$ cat src/rtl/core/rcpd_pkg.sv
// ---------------------------------------------------------------------------
// rcpd_pkg
// Shared types and constants of the rc pwm / cppm pulse decoder.
// ---------------------------------------------------------------------------
package rcpd_pkg;

    // register indexes on the configuration port (word address)
    localparam logic [1:0] REG_MODE      = 2'd0;
    localparam logic [1:0] REG_MAX_WIDTH = 2'd1;
    localparam logic [1:0] REG_SYNC_GAP  = 2'd2;

    // reset values of the configuration registers
    localparam logic [15:0] MAX_WIDTH_RST = 16'd2500;
    localparam logic [15:0] SYNC_GAP_RST  = 16'd2100;

    // most results one sync edge can report
    localparam int RUN_MAX = 8;

    // slot index field wide enough for the largest supported slot count (16)
    localparam int SLOT_IDX_W = 4;

    // depth of the command queue between front and back
    localparam int CMDQ_DEPTH = 4;
    localparam int CMDQ_PTR_W = 2;

    typedef struct packed {
        logic        cppm_mode;
        logic [15:0] max_pulse_width;
        logic [15:0] sync_gap_min;
    } cfg_t;

    typedef enum logic [1:0] {
        CMD_PWM  = 2'd0,
        CMD_SLOT = 2'd1,
        CMD_SYNC = 2'd2
    } cmd_kind_t;

    typedef struct packed {
        cmd_kind_t              kind;
        logic [SLOT_IDX_W-1:0]  idx;
        logic [15:0]            value;
    } cmd_t;

endpackage

$ cat src/rtl/core/rcpd_front.sv
// ---------------------------------------------------------------------------
// rcpd_front
// Accepts edge items, measures intervals and turns them into back-end
// commands: pwm width, slot write or frame sync.
// ---------------------------------------------------------------------------
module rcpd_front #(
    parameter int NUM_SLOTS = 8,
    parameter int TIME_BITS = 32
) (
    input  logic                 clk,
    input  logic                 rst_n,
    input  rcpd_pkg::cfg_t       cfg,
    input  logic                 push,
    output logic                 full,
    input  logic [31:0]          edge_time,
    input  logic                 pin_level,
    input  logic                 q_full,
    output logic                 cmd_push,
    output rcpd_pkg::cmd_t       cmd
);
    import rcpd_pkg::*;

    localparam int CNT_W = $clog2(NUM_SLOTS + 1);

    logic [TIME_BITS-1:0] last_edge_reg;
    logic [TIME_BITS-1:0] last_edge_next;
    logic [CNT_W-1:0]     slot_count_reg;
    logic [CNT_W-1:0]     slot_count_next;
    logic [TIME_BITS-1:0] now;
    logic [TIME_BITS-1:0] span;
    logic                 accept;

    assign full   = q_full;
    assign accept = push && !q_full;
    assign now    = TIME_BITS'(edge_time);
    assign span   = now - last_edge_reg;

    // classify the item
    always_comb
    begin
        last_edge_next  = last_edge_reg;
        slot_count_next = slot_count_reg;
        cmd_push        = 1'b0;
        cmd.kind        = CMD_PWM;
        cmd.idx         = SLOT_IDX_W'(slot_count_reg);
        cmd.value       = span[15:0];
        if (accept)
        begin
            if (!cfg.cppm_mode)
            begin
                if (pin_level)
                begin
                    last_edge_next = now;
                end
                else if (span <= TIME_BITS'(cfg.max_pulse_width))
                begin
                    cmd_push = 1'b1;
                end
            end
            else if (pin_level)
            begin
                last_edge_next = now;
                if (span > TIME_BITS'(cfg.sync_gap_min))
                begin
                    cmd.kind        = CMD_SYNC;
                    cmd_push        = 1'b1;
                    slot_count_next = '0;
                end
                else if (slot_count_reg < CNT_W'(NUM_SLOTS))
                begin
                    cmd.kind        = CMD_SLOT;
                    cmd_push        = 1'b1;
                    slot_count_next = slot_count_reg + 1'b1;
                end
            end
        end
    end

    // edge time and slot counter
    always_ff @(posedge clk or negedge rst_n)
    begin
        if (!rst_n)
        begin
            last_edge_reg  <= '0;
            slot_count_reg <= '0;
        end
        else
        begin
            last_edge_reg  <= last_edge_next;
            slot_count_reg <= slot_count_next;
        end
    end

endmodule

$ cat src/rtl/core/rcpd_cmd_fifo.sv
// ---------------------------------------------------------------------------
// rcpd_cmd_fifo
// Short command queue that decouples the front from the back.
// ---------------------------------------------------------------------------
module rcpd_cmd_fifo (
    input  logic             clk,
    input  logic             rst_n,
    input  logic             wr_en,
    input  rcpd_pkg::cmd_t   wr_cmd,
    output logic             q_full,
    input  logic             rd_en,
    output logic             rd_valid,
    output rcpd_pkg::cmd_t   rd_cmd
);
    import rcpd_pkg::*;

    localparam int CNT_W = CMDQ_PTR_W + 1;

    cmd_t                  entry_reg [CMDQ_DEPTH];
    logic [CMDQ_PTR_W-1:0] wr_ptr_reg;
    logic [CMDQ_PTR_W-1:0] rd_ptr_reg;
    logic [CNT_W-1:0]      count_reg;
    logic                  do_wr;
    logic                  do_rd;

    assign q_full   = (count_reg == CNT_W'(CMDQ_DEPTH));
    assign rd_valid = (count_reg != '0);
    assign rd_cmd   = entry_reg[rd_ptr_reg];
    assign do_wr    = wr_en && !q_full;
    assign do_rd    = rd_en && rd_valid;

    // storage
    always_ff @(posedge clk)
    begin
        if (do_wr)
        begin
            entry_reg[wr_ptr_reg] <= wr_cmd;
        end
    end

    // pointers and fill level
    always_ff @(posedge clk or negedge rst_n)
    begin
        if (!rst_n)
        begin
            wr_ptr_reg <= '0;
            rd_ptr_reg <= '0;
            count_reg  <= '0;
        end
        else
        begin
            if (do_wr)
            begin
                wr_ptr_reg <= wr_ptr_reg + 1'b1;
            end
            if (do_rd)
            begin
                rd_ptr_reg <= rd_ptr_reg + 1'b1;
            end
            if (do_wr && !do_rd)
            begin
                count_reg <= count_reg + 1'b1;
            end
            else if (do_rd && !do_wr)
            begin
                count_reg <= count_reg - 1'b1;
            end
        end
    end

endmodule

$ cat src/rtl/core/rcpd_back.sv
// ---------------------------------------------------------------------------
// rcpd_back
// Executes commands: holds the channel slots, writes them and plays out
// a frame as a run of results into the output register.
// ---------------------------------------------------------------------------
module rcpd_back #(
    parameter int NUM_SLOTS = 8
) (
    input  logic             clk,
    input  logic             rst_n,
    input  logic             cmd_valid,
    input  rcpd_pkg::cmd_t   cmd,
    output logic             cmd_pop,
    output logic             empty,
    input  logic             pop,
    output logic             result_kind,
    output logic [2:0]       channel_index,
    output logic [15:0]      width_us,
    output logic             last_of_run
);
    import rcpd_pkg::*;

    localparam int SLOT_W = (NUM_SLOTS > 1) ? $clog2(NUM_SLOTS) : 1;
    localparam int RUN_N  = (NUM_SLOTS < RUN_MAX) ? NUM_SLOTS : RUN_MAX;
    localparam int RUN_W  = (RUN_N > 1) ? $clog2(RUN_N) : 1;

    typedef enum logic [1:0] {
        ST_IDLE = 2'b01,
        ST_RUN  = 2'b10
    } state_t;

    state_t          state_reg;
    state_t          state_next;
    logic [RUN_W-1:0] run_idx_reg;
    logic [RUN_W-1:0] run_idx_next;
    logic [15:0]     slot_reg [NUM_SLOTS];
    logic            slot_wr;
    logic            out_valid_reg;
    logic            out_valid_next;
    logic            kind_reg;
    logic            kind_next;
    logic [2:0]      index_reg;
    logic [2:0]      index_next;
    logic [15:0]     width_reg;
    logic [15:0]     width_next;
    logic            last_reg;
    logic            last_next;
    logic            out_free;
    logic            run_last;

    assign out_free = !out_valid_reg || pop;
    assign run_last = (run_idx_reg == RUN_W'(RUN_N - 1));

    assign empty         = !out_valid_reg;
    assign result_kind   = kind_reg;
    assign channel_index = index_reg;
    assign width_us      = width_reg;
    assign last_of_run   = last_reg;

    // command sequencer
    always_comb
    begin
        state_next     = state_reg;
        run_idx_next   = run_idx_reg;
        out_valid_next = out_valid_reg && !pop;
        kind_next      = kind_reg;
        index_next     = index_reg;
        width_next     = width_reg;
        last_next      = last_reg;
        cmd_pop        = 1'b0;
        slot_wr        = 1'b0;
        case (state_reg)
            ST_RUN:
            begin
                if (out_free)
                begin
                    out_valid_next = 1'b1;
                    kind_next      = 1'b1;
                    index_next     = 3'(run_idx_reg);
                    width_next     = slot_reg[SLOT_W'(run_idx_reg)];
                    last_next      = run_last;
                    if (run_last)
                    begin
                        state_next = ST_IDLE;
                    end
                    else
                    begin
                        run_idx_next = run_idx_reg + 1'b1;
                    end
                end
            end
            ST_IDLE:
            begin
                if (cmd_valid)
                begin
                    case (cmd.kind)
                        CMD_SLOT:
                        begin
                            slot_wr = 1'b1;
                            cmd_pop = 1'b1;
                        end
                        CMD_SYNC:
                        begin
                            cmd_pop      = 1'b1;
                            run_idx_next = '0;
                            state_next   = ST_RUN;
                        end
                        CMD_PWM:
                        begin
                            if (out_free)
                            begin
                                cmd_pop        = 1'b1;
                                out_valid_next = 1'b1;
                                kind_next      = 1'b0;
                                index_next     = 3'd0;
                                width_next     = cmd.value;
                                last_next      = 1'b1;
                            end
                        end
                        default:
                        begin
                            cmd_pop = 1'b1;
                        end
                    endcase
                end
            end
            default:
            begin
                state_next = ST_IDLE;
            end
        endcase
    end

    // control state and channel slots
    always_ff @(posedge clk or negedge rst_n)
    begin
        if (!rst_n)
        begin
            state_reg     <= ST_IDLE;
            run_idx_reg   <= '0;
            out_valid_reg <= 1'b0;
            for (int i = 0; i < NUM_SLOTS; i++)
            begin
                slot_reg[i] <= '0;
            end
        end
        else
        begin
            state_reg     <= state_next;
            run_idx_reg   <= run_idx_next;
            out_valid_reg <= out_valid_next;
            if (slot_wr)
            begin
                slot_reg[cmd.idx[SLOT_W-1:0]] <= cmd.value;
            end
        end
    end

    // output register payload
    always_ff @(posedge clk)
    begin
        kind_reg  <= kind_next;
        index_reg <= index_next;
        width_reg <= width_next;
        last_reg  <= last_next;
    end

endmodule

$ cat src/rtl/core/rc_pwm_cppm_pulse_decoder.sv
// ---------------------------------------------------------------------------
// rc_pwm_cppm_pulse_decoder
// RC receiver decoder: PWM high-width measurement or CPPM frame decoding
// from timestamped pin-edge items.
// ---------------------------------------------------------------------------
// Each pin edge is classified in the cycle it is accepted and may leave a
// command in a 4-deep queue; the back end drains that queue one command per
// cycle while it is idle and, for a PWM width, while the result register is
// free. A PWM width is loaded into the result register at the same edge at
// which the back end takes its command, so its path runs through the queue
// and then the result register. A slot write gives no result, and a frame
// sync plays out the stored channels as min(NUM_SLOTS, 8) results, one result
// per cycle while the result register is free. The input stalls (full high)
// only when the queue is full. Channel slots are flip-flops cleared at reset;
// no clearing pass is needed. Configuration may only be changed while the
// block is idle.
module rc_pwm_cppm_pulse_decoder #(
    parameter int NUM_SLOTS = 8,
    parameter int TIME_BITS = 32
) (
    input  logic        clk,
    input  logic        rst_n,
    // configuration port
    input  logic        psel,
    input  logic        penable,
    input  logic        pwrite,
    input  logic [3:0]  paddr,
    input  logic [31:0] pwdata,
    output logic [31:0] prdata,
    output logic        pready,
    // edge items
    input  logic        push,
    output logic        full,
    input  logic [31:0] edge_time,
    input  logic        pin_level,
    // results
    output logic        empty,
    input  logic        pop,
    output logic        result_kind,
    output logic [2:0]  channel_index,
    output logic [15:0] width_us,
    output logic        last_of_run
);
    import rcpd_pkg::*;

    cfg_t cfg_reg;
    logic cfg_wr;
    logic cmd_push;
    cmd_t front_cmd;
    logic q_full;
    logic q_valid;
    cmd_t q_cmd;
    logic q_pop;

    assign pready = 1'b1;
    assign cfg_wr = psel && penable && pwrite;

    // configuration registers
    always_ff @(posedge clk or negedge rst_n)
    begin
        if (!rst_n)
        begin
            cfg_reg.cppm_mode       <= 1'b0;
            cfg_reg.max_pulse_width <= MAX_WIDTH_RST;
            cfg_reg.sync_gap_min    <= SYNC_GAP_RST;
        end
        else if (cfg_wr)
        begin
            case (paddr[3:2])
                REG_MODE:      cfg_reg.cppm_mode       <= pwdata[0];
                REG_MAX_WIDTH: cfg_reg.max_pulse_width <= pwdata[15:0];
                REG_SYNC_GAP:  cfg_reg.sync_gap_min    <= pwdata[15:0];
                default:       ;
            endcase
        end
    end

    // register readback
    always_comb
    begin
        case (paddr[3:2])
            REG_MODE:      prdata = {31'd0, cfg_reg.cppm_mode};
            REG_MAX_WIDTH: prdata = {16'd0, cfg_reg.max_pulse_width};
            REG_SYNC_GAP:  prdata = {16'd0, cfg_reg.sync_gap_min};
            default:       prdata = 32'd0;
        endcase
    end

    // edge classification
    rcpd_front #(
        .NUM_SLOTS (NUM_SLOTS),
        .TIME_BITS (TIME_BITS)
    ) u_front (
        .clk       (clk),
        .rst_n     (rst_n),
        .cfg       (cfg_reg),
        .push      (push),
        .full      (full),
        .edge_time (edge_time),
        .pin_level (pin_level),
        .q_full    (q_full),
        .cmd_push  (cmd_push),
        .cmd       (front_cmd)
    );

    // command queue
    rcpd_cmd_fifo u_cmdq (
        .clk      (clk),
        .rst_n    (rst_n),
        .wr_en    (cmd_push),
        .wr_cmd   (front_cmd),
        .q_full   (q_full),
        .rd_en    (q_pop),
        .rd_valid (q_valid),
        .rd_cmd   (q_cmd)
    );

    // command execution and result output
    rcpd_back #(
        .NUM_SLOTS (NUM_SLOTS)
    ) u_back (
        .clk           (clk),
        .rst_n         (rst_n),
        .cmd_valid     (q_valid),
        .cmd           (q_cmd),
        .cmd_pop       (q_pop),
        .empty         (empty),
        .pop           (pop),
        .result_kind   (result_kind),
        .channel_index (channel_index),
        .width_us      (width_us),
        .last_of_run   (last_of_run)
    );

endmodule

$ cat config.mk
export PLATFORM = sky130hd
export DESIGN_NAME = rc_pwm_cppm_pulse_decoder
export DESIGN_NICKNAME = d
export VERILOG_FILES = /design/src/rtl/core/rcpd_pkg.sv /design/src/rtl/core/rcpd_front.sv /design/src/rtl/core/rcpd_cmd_fifo.sv /design/src/rtl/core/rcpd_back.sv /design/src/rtl/core/rc_pwm_cppm_pulse_decoder.sv
export SDC_FILE = /design/constraint.sdc
export NUM_CORES = 1
export LEC_CHECK = 0
export ABC_AREA = 0
export BUFFER_PORTS_ARGS = -buffer_cell sky130_fd_sc_hd__buf_2
export CAP_MARGIN = 20
export CORE_MARGIN = 1.5
export CORE_UTILIZATION = 25
export CTS_CLUSTER_SIZE = 14
export DETAILED_ROUTE_END_ITERATION = 10
export PLACE_DENSITY = 0.4
export SYNTH_ARGS = -nofsm -noshare
export SYNTH_HDL_FRONTEND = slang
export SYNTH_SLANG_ARGS = --single-unit
$ cat constraint.sdc
create_clock -name clk -period 9.7 [get_ports clk]
set_clock_uncertainty 0.2 [all_clocks]
set_input_delay 0.97 -clock clk [delete_from_list [all_inputs] [get_ports clk]]
set_output_delay 0.97 -clock clk [all_outputs]
set_load 0.02 [all_outputs]
Yosys cells after proc, flatten, opt, wreduce, memory -nomap -nowiden
Memory sizes are Yosys's and may differ from the RTL's. Index checks and enable logic that the tools add are counted. W data, S select, Z words.

Bits in registers: 231. Bits in writable memories: 88. Bits of input ports: 76. Output and inout port bits: 56. Logic and storage cells: 148. Memories: 1.

$add $sub $neg: 7. Order comparisons: 6. Eq/ne operators: 15. Mux-type cells: 65. Bitwise gates (word level): 2. Reduce and logical (&&, ||, !) cells: 29.

Memories: u_cmdq.entry_reg (words 4, width 22, read ports 1, clocked after Yosys merged registers in 0, write ports 1, RTL line rcpd_cmd_fifo.sv:19) `cmd_t entry_reg [CMDQ_DEPTH];`.

Operators with widths (number): $bwmux W128 (1); $mux W16 (7); $bmux W16 S3 (1); $demux W16 S3 (1); $pmux W16 S3 (1); $gt A32 B16 Y1 (1); $le A32 B16 Y1 (1); $pmux W16 S2 (1); $sub A32 B32 Y32 (1); $mux W3 (10); $mux W1 (27); $mux W2 (8); $pmux W3 S2 (2); $reduce_and A5 Y1 (2); $logic_and A1 B1 Y1 (9); $ge A4 B4 Y1 const B (2); $mux W4 (2); $ne A2 B1 Y1 const B (4); $not A3 Y4 (2); $reduce_and A2 Y1 (4); $reduce_and A4 Y1 (2); $add A3 B1 Y3 const B (2); $eq A2 B1 Y1 const B (3); $eq A2 B2 Y1 const B (3); 14 further kinds (27).

Depth between registers and ports, before layout
Depth after elaboration: 11. Gate-level depth with buffers: 26. Gate-level depth less buffers: 26.

Modules after synthesis
From an unflattened synthesis, not the netlist that was laid out.

Cell total of the unflattened synthesis: 1283. Area total of the unflattened synthesis: 16418.2 sq um.

Modules (own cells, without submodules): rcpd_back (instances 1, cells an instance 454, area an instance 6934.2 sq um, seq. area each 3985.1 sq um); rcpd_front (instances 1, cells an instance 564, area an instance 4271.6 sq um, seq. area each 900.9 sq um); rcpd_cmd_fifo (instances 1, cells an instance 151, area an instance 3611.0 sq um, seq. area each 2817.7 sq um); rc_pwm_cppm_pulse_decoder (instances 1, cells an instance 114, area an instance 1601.5 sq um, seq. area each 837.1 sq um).

Worst setup path after synthesis
Ideal clock, no wire load.

Path type: in2reg. Start point: input edge_time[0]. End point: register u_cmdq.count_reg[1]. Library setup time: 0.125 ns. Arrival: 5.083 ns. Required time: 9.375 ns. Slack: 4.292 ns. Stages on the path: 21. Buffers on the path: 0. Cells stage by stage: inv_1 -> ha_1 -> inv_1 -> fa_1 -> a21o_1 -> a221o_2 -> a31oi_4 -> o31ai_1 -> xor2_1 -> ha_1 -> nand4_1 -> nor4_1 -> nor2b_1 -> o21ai_0 -> o211ai_1 -> nand4b_2 -> o2bb2ai_4 -> ha_1 -> inv_1 -> fa_1 -> mux2_2.

RTL lines: from (decl) (RTL line rc_pwm_cppm_pulse_decoder.sv:34) `input logic [31:0] edge_time,`; to (signal assigned) (RTL line rcpd_cmd_fifo.sv:62) `count_reg <= count_reg + 1'b1;`; to (signal assigned) (RTL line rcpd_cmd_fifo.sv:66) `count_reg <= count_reg - 1'b1;`; to (decl) (RTL line rcpd_cmd_fifo.sv:22) `logic [CNT_W-1:0] count_reg;`.

==> results.sh <==
export IMPL_seqPwrFrac_pct=33.9
export IMPL_p_per_area_mw_per_mm2=318
export IMPL_clkPwrFrac_pct=25.6
export IMPL_clock_path_buffers=3
export IMPL_vias=10237
export IMPL_p_total_w=0.00605
export IMPL_io_pins=132
export IMPL_yosysWarnings=0
export IMPL_dr_first_iter_drc_count=477
export IMPL_p_int_w=0.00386
export IMPL_largest_register_ff_count=128
export IMPL_ys_ff_latch=315
export IMPL_critPathMaxStageDelay_ns=0.58
export IMPL_post_route_period_util_pct=59.2
export IMPL_core_area_mm2=0.0642
export IMPL_syn_inst=1260
export IMPL_synth_area_mm2=0.0162
export IMPL_p_sw_w=0.00220
export IMPL_vdd_drop_max_v=0.000153
export IMPL_clk_pin_slew_ns=0.06
export IMPL_crit_path_top_delay_cell="xor2_1"
export IMPL_rsz0062_at_grt="no"
export IMPL_postPlaceCellArea_mm2=0.0177
export IMPL_grt_overflow_total=0
export IMPL_nNetsFinal=1522
export IMPL_hold_viol=0
export IMPL_synthFlopType="dfrtp_1"
export IMPL_switching_share_pct=36.3
export IMPL_antenna_found_initial=3
export IMPL_end_kind="register"
export IMPL_drive_gt1_share_pct=31.2
export IMPL_cts_tree="yes"
export IMPL_ys_async_sr_fraction_pct=66.7
export IMPL_rows=93
export IMPL_wl_per_cell_um=18.3
export IMPL_die_h_um=257
export IMPL_layout_common_cells="dfrtp_1, mux2_2, edfxtp_1"
export IMPL_worstHoldPathType="input port to async pin"
export IMPL_synth_edff_count=105
export IMPL_antenna_cells=0
export IMPL_grt_use_total_pct=12.5
export IMPL_ys_seq_area_share_pct=52.0
export IMPL_r2r_slack_ns=4.13
export IMPL_crit_required_ns=9.95
export IMPL_hold_ws_ns=0.214
export IMPL_layout_commonest_cell="dfrtp_1"
export IMPL_setup_viol=0
export IMPL_finalInstanceArea_mm2=0.0191
export IMPL_die_width_um=257
export IMPL_cts_hold_buf=0
export IMPL_slew_headroom_pct=28.2
export IMPL_grt_pass1_wl_mm=63.8
export IMPL_min_period_ns=5.75
export IMPL_yosys_area_top_type_share_pct=30.9
export IMPL_path_max_fanout=7
export IMPL_synth_avg_cell_area_um2=12.8
export IMPL_port_buffers=96
export IMPL_postCtsSetupRepairBufs=0
export IMPL_crit_path_cell_trace="buf_2, inv_1, ha_1, inv_1, fa_1, a21o_1, a221o_2, a31oi_4, o31ai_1, xor2_1, ha_1, nand4_1, nor4_1, nor2b_1, o21ai_0, o211ai_1, nand4b_2, o2bb2ai_4, ha_1, inv_1, fa_1, mux2_2"
export IMPL_cts_htree_levels=2
export IMPL_status="finished clean"
export IMPL_slew_viol_final=0
export IMPL_viasPerCell=4.54
export IMPL_cts_sink_count=315
export IMPL_place_congestion=0.790
export IMPL_die_area_mm2=0.0663
export IMPL_cts_resized=0
export IMPL_tightest_slew_ns=1.07
export IMPL_setup_tns_ns=0
export IMPL_hpwl_mm=28.2
export IMPL_syn2layout_area_growth_pct=17.8
export IMPL_critPathArrivalTime_ns=5.99
export IMPL_synth_distinct_cells=78
export IMPL_grt_pass1_vias=10582
export IMPL_ant_nets=0
export IMPL_synthTopCellsByArea="dfrtp_1, edfxtp_1, mux2_2, mux4_2, ha_1"
export IMPL_synth_top_cell_by_area="dfrtp_1"
export IMPL_maxCapViolCount=0
export IMPL_critPathKind="input port to register"
export IMPL_cp_top_family="compound AO/OA/AOI/OAI gates"
export IMPL_drcViolationCount=0
export IMPL_cts_buffers=39
export IMPL_firstDrtPassIters=4
export IMPL_start_util_pct=25.2
export IMPL_grt_max_degree=87
export IMPL_startpoint_type="input port"
export IMPL_pwr_share_comb_pct=40.6
export IMPL_cts_root_buf="clkbuf_16"
export IMPL_leakage_nw=8.04
export IMPL_critPathBufInv=4
export IMPL_fmax_mhz=174
export IMPL_wl_mm=41.2
export IMPL_clock_latency_ns=0.56
## worst paths after layout
kind | start | end | depth (start not counted)
max reg2reg | u_front.last_edge_reg[6] | u_cmdq.count_reg[1] | 19
max | edge_time[0] | u_cmdq.count_reg[1] | 22
min reg2reg | u_front.last_edge_reg[0] | u_front.last_edge_reg[0] | 2
min | rst_n | u_front.last_edge_reg[17] | 1
min in group clk | u_front.last_edge_reg[0] | u_front.last_edge_reg[0] | 2
max in group asynchronous | rst_n | u_back.slot_reg[17] | 2
## kinds of logic (layout without fill, tap and decap cells)
kind of cell             count (synthesis)  in the layout  synth area share (%)
AND/OR/NAND/NOR                        237            237                  7.56
adder cells (fa/ha/maj)                 75             75                  5.89
multiplexers                           235            235                  19.9
flip-flops                             315            315                  52.0
XOR/XNOR                                30             30                  1.62
buffers and inverters                  142            269                  3.74
other                                    2             17                0.0464
AO/OA/AOI/OAI                          224            224                  9.17
## worst register-to-register path, cell delays in order (launching register included)
cell and delay, ns:
dfrtp_1 0.34, inv_1 0.04, ha_1 0.49, o21ai_0 0.23
and2_1 0.23, a2111oi_2 0.54, or3_1 0.23, xor2_1 0.55
ha_1 0.24, nand4_1 0.12, nor4_1 0.47, nor2b_1 0.08
o21ai_0 0.12, o211ai_1 0.12, nand4b_2 0.27, o2bb2ai_4 0.22
ha_1 0.23, inv_1 0.08, fa_1 0.40, mux2_2 0.26
## Yosys cell counts, drive strengths merged, types with 6 or more instances
cell / count
xor2: 16
a31oi: 6
ha: 73
and2: 10
nand4: 15
inv: 77
a21o: 17
nor4: 6
o211ai: 7
clkbuf: 38
a22o: 16
mux2: 164
mux4: 53
dfstp: 10
nor3: 13
nand2b: 11
o21a: 9
nand3: 14
nand2: 88
edfxtp: 105
xnor2: 14
nor2: 35
dfrtp: 200
a21oi: 42
nor2b: 14
buf: 26
o21ai: 83
a211oi: 8
mux2i: 18
## area by class of cell
| cell class | instances | area (um^2) |
|---|---|---|
| well taps | 855 | 1070 |
| repair buffers | 119 | 669 |
| fillers | 6618 | 45200 |
| multi-input cells | 818 | 7230 |
| clock inverters | 17 | 231 |
| inverters | 78 | 293 |
| flip-flops and latches | 315 | 8420 |
| clock buffers | 55 | 1150 |
## power groups by stage
stage               sequential [W]  combinational [W]  clock [W]
floorplan                  0.00208            0.00172          0
global placement           0.00207            0.00246          0
detailed placement         0.00208            0.00250          0
CTS                        0.00205            0.00251    0.00160
global route               0.00210            0.00274    0.00166
finish                     0.00205            0.00246    0.00155
## routing by layer
layer / part of all wire [%] / vias to the layer above / global-route usage (%)
met5: 0.090 / - / 0
met4: 2.5 / 6 / 3.74
met3: 4.3 / 72 / 2.36
met2: 47 / 198 / 20.5
met1: 46 / 5100 / 16.6
li1: - / 4861 / -
## metrics by stage
stage	std cells	worst slack [ns]	utilization, %
6_report	2257	3.95	29.7
3_3_place_gp	2184	3.30	27.5
2_1_floorplan	1275	4.29	-
3_5_place_dp	2185	3.28	27.5
5_1_grt	2257	3.50	29.7
4_1_cts	2257	3.89	29.7
Note: power is estimated with default switching activity, not from simulation.
